### src/rtl/core/rld_pkg.sv
`timescale 1ns / 1ps
package rld_pkg;

    localparam int MAX_COEFFS     = 3;

    localparam int PIX_W   = 16;
    localparam int FOCAL_W = 24;
    localparam int COEFF_W = 32;
    localparam int Q_W     = 32;
    localparam int OUT_W   = 20;
    localparam int K_W     = 40;
    localparam int PROD_W  = 64;

    localparam int DIV_FRAC   = 28;
    localparam int DIV_W      = PIX_W + DIV_FRAC;
    localparam int DIV_STEP   = 4;
    localparam int DIV_STAGES = DIV_W / DIV_STEP;

    localparam int CFG_IDX_W  = 3;
    localparam int CFG_DATA_W = 32;

    localparam logic [CFG_IDX_W-1:0] REG_FOCAL_X      = 3'd0;
    localparam logic [CFG_IDX_W-1:0] REG_FOCAL_Y      = 3'd1;
    localparam logic [CFG_IDX_W-1:0] REG_CENTER_X     = 3'd2;
    localparam logic [CFG_IDX_W-1:0] REG_CENTER_Y     = 3'd3;
    localparam logic [CFG_IDX_W-1:0] REG_COEFF_FIRST  = 3'd4;
    localparam logic [CFG_IDX_W-1:0] REG_COEFF_SECOND = 3'd5;
    localparam logic [CFG_IDX_W-1:0] REG_COEFF_THIRD  = 3'd6;
    localparam logic [CFG_IDX_W-1:0] REG_COEFFS_IN_USE = 3'd7;

    localparam logic signed [Q_W-1:0] S32_MAX = 32'sh7FFF_FFFF;
    localparam logic signed [Q_W-1:0] S32_MIN = 32'sh8000_0000;
    localparam logic [30:0]           P_MAX   = 31'h7FFF_FFFF;
    localparam logic signed [K_W-1:0] K_ONE   = 40'sh00_0100_0000;
    localparam logic signed [OUT_W-1:0] OUT_MAX = 20'sh7FFFF;
    localparam logic signed [OUT_W-1:0] OUT_MIN = 20'sh80000;

    typedef struct packed {
        logic [FOCAL_W-1:0]        focal_x;
        logic [FOCAL_W-1:0]        focal_y;
        logic [PIX_W-1:0]          center_x;
        logic [PIX_W-1:0]          center_y;
        logic signed [COEFF_W-1:0] coeff_first;
        logic signed [COEFF_W-1:0] coeff_second;
        logic signed [COEFF_W-1:0] coeff_third;
        logic [1:0]                coeffs_in_use;
    } t_cfg;

    function automatic logic signed [COEFF_W-1:0] coeff_at(t_cfg cfg, int idx);
        logic signed [COEFF_W-1:0] c;
        case (idx)
            0:       c = cfg.coeff_first;
            1:       c = cfg.coeff_second;
            2:       c = cfg.coeff_third;
            default: c = '0;
        endcase
        return c;
    endfunction

endpackage

### src/rtl/core/rld_divider.sv
`timescale 1ns / 1ps
module rld_divider
    import rld_pkg::*;
(
    input  logic                  i_clk,
    input  logic                  i_rst_n,
    input  logic                  i_valid,
    input  logic [PIX_W-1:0]      i_pixel,
    input  logic [PIX_W-1:0]      i_center,
    input  logic [FOCAL_W-1:0]    i_focal,
    output logic                  o_valid,
    output logic signed [Q_W-1:0] o_norm
);

    logic [FOCAL_W-1:0] divisor;
    logic [PIX_W:0]     diff;
    logic [PIX_W:0]     mag;

    logic               r_vld [0:DIV_STAGES];
    logic               r_neg [0:DIV_STAGES];
    logic [FOCAL_W-1:0] r_rem [0:DIV_STAGES];
    // dividend bits shift out at the top, quotient bits shift in at the bottom
    logic [DIV_W-1:0]   r_w   [0:DIV_STAGES];

    logic                  r_out_vld;
    logic signed [Q_W-1:0] r_norm;

    // a zero focal length divides as one
    assign divisor = (i_focal == '0) ? FOCAL_W'(1) : i_focal;
    assign diff    = {1'b0, i_pixel} - {1'b0, i_center};
    assign mag     = diff[PIX_W] ? ((PIX_W+1)'(0) - diff) : diff;

    always_ff @(posedge i_clk) begin
        if (!i_rst_n) begin
            r_vld[0] <= 1'b0;
        end else begin
            r_vld[0] <= i_valid;
        end
        r_neg[0] <= diff[PIX_W];
        r_rem[0] <= '0;
        r_w[0]   <= {mag[PIX_W-1:0], {DIV_FRAC{1'b0}}};
    end

    for (genvar s = 0; s < DIV_STAGES; s++) begin : g_stage
        logic [FOCAL_W-1:0] rem;
        logic [DIV_W-1:0]   w;
        logic [FOCAL_W:0]   trial;

        always_comb begin
            rem   = r_rem[s];
            w     = r_w[s];
            trial = '0;
            for (int b = 0; b < DIV_STEP; b++) begin
                trial = {rem, w[DIV_W-1]};
                w     = {w[DIV_W-2:0], 1'b0};
                if (trial >= {1'b0, divisor}) begin
                    rem  = FOCAL_W'(trial - {1'b0, divisor});
                    w[0] = 1'b1;
                end else begin
                    rem = trial[FOCAL_W-1:0];
                end
            end
        end

        always_ff @(posedge i_clk) begin
            if (!i_rst_n) begin
                r_vld[s+1] <= 1'b0;
            end else begin
                r_vld[s+1] <= r_vld[s];
            end
            r_neg[s+1] <= r_neg[s];
            r_rem[s+1] <= rem;
            r_w[s+1]   <= w;
        end
    end

    logic [DIV_W-1:0] quo;
    logic             pos_ovf;
    logic             neg_ovf;

    assign quo     = r_w[DIV_STAGES];
    assign pos_ovf = |quo[DIV_W-1:Q_W-1];
    assign neg_ovf = (|quo[DIV_W-1:Q_W]) || (quo[Q_W-1] && (|quo[Q_W-2:0]));

    always_ff @(posedge i_clk) begin
        if (!i_rst_n) begin
            r_out_vld <= 1'b0;
        end else begin
            r_out_vld <= r_vld[DIV_STAGES];
        end
        if (r_neg[DIV_STAGES]) begin
            r_norm <= neg_ovf ? S32_MIN : (Q_W'(0) - quo[Q_W-1:0]);
        end else begin
            r_norm <= pos_ovf ? S32_MAX : quo[Q_W-1:0];
        end
    end

    assign o_valid = r_out_vld;
    assign o_norm  = r_norm;

endmodule

### config.mk
export PLATFORM = sky130hd
export DESIGN_NAME = rld_divider
export DESIGN_NICKNAME = d
export VERILOG_FILES = /design/src/rtl/core/rld_pkg.sv /design/src/rtl/core/rld_divider.sv
export SDC_FILE = /design/constraint.sdc
export NUM_CORES = 2
export LEC_CHECK = 0
export ABC_CLOCK_PERIOD_IN_PS = 22300
export BUFFER_PORTS_ARGS = -buffer_cell sky130_fd_sc_hd__buf_2
export CORE_MARGIN = 3
export CORE_UTILIZATION = 35
export DETAILED_ROUTE_END_ITERATION = 8
export PLACE_DENSITY_LB_ADDON = 0.3
export SYNTH_ARGS = -nofsm -noshare
export SYNTH_HDL_FRONTEND = slang
export SYNTH_SLANG_ARGS = --single-unit
### constraint.sdc
create_clock -name i_clk -period 22.3 [get_ports i_clk]
set_input_delay 2.23 -clock i_clk [delete_from_list [all_inputs] [get_ports i_clk]]
set_output_delay 2.23 -clock i_clk [all_outputs]
set_load 0.01 [all_outputs]
Word level (Yosys, flattened, before mapping)
Memories as Yosys holds them, arrays and structs flattened. A register that Yosys moved wholly into a read port is not among the register bits.
Index checks and enable logic that the tools add are counted.
{"block": "op_classes", "add_sub_neg": 47, "multipliers": 0, "div": 0, "n_lt_le_gt_ge": 44, "eq_ne": 0, "n_shift": 0, "n_mux": 107, "n_bitwise": 12, "n_reduce_logical": 7}
{"cell": "25-bit by 24-bit greater-or-equal comparator with 1-bit output", "count": 44}
{"cell": "24-bit two-way mux", "count": 45}
{"cell": "24-bit subtractor", "count": 44}
{"cell": "32-bit two-way mux", "count": 3}
{"cell": "1-bit two-way mux", "count": 58}
{"cell": "1-bit by 32-bit subtractor with 32-bit output, first input constant", "count": 1}
{"cell": "31-bit OR reduction", "count": 1}
{"cell": "24-bit zero test", "count": 1}
{"cell": "16-bit by 16-bit subtractor with 17-bit output", "count": 1}
{"cell": "16-bit two-way mux", "count": 1}
{"cell": "1-bit by 16-bit subtractor with 16-bit output, first input constant", "count": 1}
{"cell": "13-bit OR reduction", "count": 1}
{"cell": "1-bit bitwise OR", "count": 12}
{"cell": "12-bit OR reduction", "count": 1}
{"cell": "1-bit logical AND", "count": 1}
{"cell": "1-bit zero test", "count": 1}
{"cell": "1-bit logical OR", "count": 1}
{"block": "word_totals", "ff_bits": 32, "latch_bits": 0, "ram_bits": 840, "romBits": 0, "inputBits": 59, "out_inout_bits": 33, "elab_cells": 222, "mem_count": 4}
{"name": "r_w", "depth": 12, "word_bits": 44, "rd": 12, "rd_clocked_by_memory_dff": 0, "write_ports": 12, "line_no": "rld_divider.sv:23", "source": "logic [DIV_W-1:0] r_w [0:DIV_STAGES];"}
{"name": "r_rem", "depth": 12, "word_bits": 24, "rd": 11, "rd_clocked_by_memory_dff": 0, "write_ports": 12, "line_no": "rld_divider.sv:21", "source": "logic [FOCAL_W-1:0] r_rem [0:DIV_STAGES];"}
{"name": "r_neg", "depth": 12, "word_bits": 1, "rd": 12, "rd_clocked_by_memory_dff": 0, "write_ports": 12, "line_no": "rld_divider.sv:20", "source": "logic r_neg [0:DIV_STAGES];"}
{"name": "r_vld", "depth": 12, "word_bits": 1, "rd": 12, "rd_clocked_by_memory_dff": 1, "write_ports": 12, "line_no": "rld_divider.sv:19", "source": "logic r_vld [0:DIV_STAGES];"}

Logic depth before layout (Yosys ltp)
{"block": "logic_depth", "word_depth": 10, "ltp_mapped": 64, "mapped_depth_nobuf": 55}

Worst setup path before layout
OpenSTA, ideal clock, no wires.
{"block": "synth_timing", "path_type": "in2reg", "from": "input i_focal[17]", "to": "memory r_rem[3][9]", "setup_time_ps": 88, "t_arrival_ps": 16261, "required_ps": 22212, "setup_slack_ps": 5951, "cell_stages": 61, "path_cell_list": "or4_4 > or3_1 > buf_2 > o21ai_2 > clkbuf_1 > clkbuf_1 > ha_1 > nor2b_1 > o21ai_0 > nand4b_1 > a221o_1 > a21oi_1 > o211a_1 > or2_2 > clkbuf_1 > clkbuf_1 > nor2_1 > a21oi_1 > [... 25 more ...] > buf_1 > clkbuf_1 > nand2_1 > o21ai_0 > ha_1 > nor2b_1 > o21ai_0 > a21oi_1 > o211ai_1 > a21oi_1 > o31ai_1 > a21oi_1 > or4_1 > a221oi_1 > nor3b_1 > clkbuf_1 > a22oi_1 > o31ai_1"}
{"item": "start: declaration", "line_no": "rld_divider.sv:10", "source": "input logic [FOCAL_W-1:0] i_focal,"}
{"item": "end: declaration", "line_no": "rld_divider.sv:21"}

==> flow_summary.json <==
{
  "path_class": "primary input to flip-flop",
  "synthFlopType": "dfxtp_1",
  "hold_buffers": 0,
  "drv_cap": 0,
  "netlist-cell-type-count": 99,
  "yosys_register_bits": 601,
  "critPathMaxFanout": 34,
  "area_growth_pct": 9.556,
  "overflow": 0,
  "clk_pin_slew_ns": 0.06,
  "cts_root_buffer": "clkbuf_16",
  "grt_pass1_wl_um": 387000,
  "highest_layer": "met5",
  "synthCells": 9178,
  "ys_top_cells_by_area": "ha_1 18%, dfxtp_1 17%, mux2_2 7.3%",
  "layout.nets": 10390,
  "cts_made_buffers": 76,
  "first_global_vias": 66500,
  "synth_async_sr_flop_share_pct": 0,
  "worst_pin_slew_ns": 1.219,
  "wl_met3_um": 17660,
  "yosysWarningCount": 0,
  "htreeDepth": 3,
  "yosysTopAreaCell": "ha_1",
  "synth_edf_count": 0,
  "cp_data_required_time_ns": 22.89,
  "end_kind": "flip-flop",
  "ioPinCount": 92,
  "detailed_place_hpwl_um": 198900,
  "gp_congestion": 0.9447,
  "die_w_um": 461.1,
  "slew_viol_final": 0,
  "fmax_ghz": 0.05615,
  "slew_headroom_pct": 18.39,
  "worst_clock_skew_ns": 0.05896,
  "dieArea_um2": 212600,
  "wire_per_inst_um": 21.43,
  "synth.top_cell.area_share_pct": 17.79,
  "routed_wl_um": 257500,
  "num_rows": 166,
  "grtUsageTotal_pct": 23.22,
  "seq_area_frac_synth_pct": 16.60,
  "final_common_cell": "ha_1",
  "clockBufferDepth": 3,
  "critPathTopFamily": "compound AO/OA/AOI/OAI gates",
  "antenna_found_initial": 20,
  "cpMaxStageDelayCell": "o21a_1",
  "syn_nets": 10290,
  "cts_tree": "done",
  "drc_errors": 0,
  "cp.arrival_ns": 18.40,
  "hold_path_class": "flip-flop to flip-flop",
  "io_buffer_count": 91,
  "final-hold-violation-count": 0,
  "vias": 70340,
  "dr_wl_met2_um": 116600,
  "die_y_um": 461.1,
  "crit_path_start_kind": "primary input",
  "initial_utilization_pct": 35.33,
  "wl_met1_um": 111100,
  "crit_buf_inv": 6,
  "drtAntennaViolNets": 0,
  "max_stage_delay_ns": 0.93,
  "cts.sinks": 601,
  "grt_max_degree": 46,
  "status": "complete, no violations",
  "core_um2": 205200,
  "setup_viol": 0,
  "period_needed_ns": 17.81,
  "via_per_inst": 5.852,
  "setup-tns-final_ns": 0,
  "drt_iter0_markers": 5892,
  "clock_latency_ns": 0.74,
  "post-route-period-util_pct": 79.86,
  "avgSynthCellArea_um2": 7.899,
  "syn_area_um2": 72500,
  "cts_setup_buffers": 0,
  "drive_above_1_share_pct": 10.69,
  "layout_common_cells": "1031 x ha_1, 915 x a21oi_1, 665 x nor2_1",
  "first_pass_iters": 6,
  "cts_resized": 0,
  "rsz0062_at_grt": "no",
  "crit_top_cell": "o21ai_0"
}
cells in the mapped netlist (55+ instances only):
library cell	number
a21o_1	414
nor2_1	665
o31ai_1	66
dfxtp_1	601
xnor2_1	577
nand2_1	656
nor3_1	180
o21a_1	122
mux2_2	471
o21bai_1	134
ha_1	1031
inv_1	397
or2_2	59
o21ai_0	645
and3_1	82
nor2b_1	109
a211oi_1	91
clkbuf_1	151
xor2_1	265
and2_1	94
a21oi_1	918
or3_1	80
a31oi_1	100
mux2i_1	55
nand2b_1	141
nand4_1	102
nand3_1	224
worst paths after layout:
kind,from,endpoint,depth (start not counted),slack (ns)
max,i_focal[1],r_rem[2][1],54,4.49
min,r_w[1][58],r_w[1][106],0,0.29
max reg2reg,r_rem[1][13],r_rem[2][1],48,7.65
min reg2reg,r_w[1][58],r_w[1][106],0,0.29
flip-flops by register name, indices dropped and copies added, names as in the netlist:
signal and cells:
r_rem 240, o_valid 1, r_vld 12, r_w 304, o_norm 32, r_neg 12
worst reg2reg max path, delay by kind of cell (launching register included):
family / cells / cell delay [ns]
buffers and inverters: 3 / 1.43
muxes: 3 / 1.28
AOI/OAI and AO/OA: 31 / 8.98
DFF: 1 / 0.33
and+or+nand+nor: 7 / 1.20
adders and majority gates: 4 / 1.26
stage by stage:
step	std cells	setup slack [ns]	hold slack, ns	utilization, %	area (um^2)
floorplan	9178	5.951	0.3096	-	72500
global placement	11880	4.267	0.3105	37.33	76610
detailed placement	11880	3.901	0.3121	37.33	76610
CTS	12020	4.616	0.2956	38.70	79420
global route	12020	3.142	0.3064	38.70	79420
finish	12020	4.492	0.2902	38.71	79430
cell type report:
class / count / area [um^2]
fillers: 21010 / 125800
multi-input cells: 7964 / 58200
flip-flops and latches: 601 / 12030
well taps: 2688 / 3363
clock buffers: 86 / 2031
inverters: 406 / 1549
repair buffers: 223 / 1469
clock inverters: 48 / 775.7
diodes: 3 / 7.507
kinds of logic (layout without fill, tap and decap cells):
kind of cell               Yosys count  count (layout)  share of synthesized area, %
AOI/OAI and AO/OA                 2976            2976                         26.07
xor gates and xnor gates           842             842                         10.17
adders and majority gates         1054            1054                         18.43
buffers and inverters              613             763                         3.258
DFF                                601             601                         16.60
muxes                              547             547                         8.448
other                                0               3                             0
and+or+nand+nor                   2545            2545                         17.03
layer usage:
metal,track usage [%],up-vias
met4,9.909,4
met1,29.70,33210
li1,-,34200
met3,3.880,577
met2,38.39,2354
met5,0,-
Power is not shown: default switching activity piles up to over one toggle a cycle in this logic, so the estimate is an artifact.
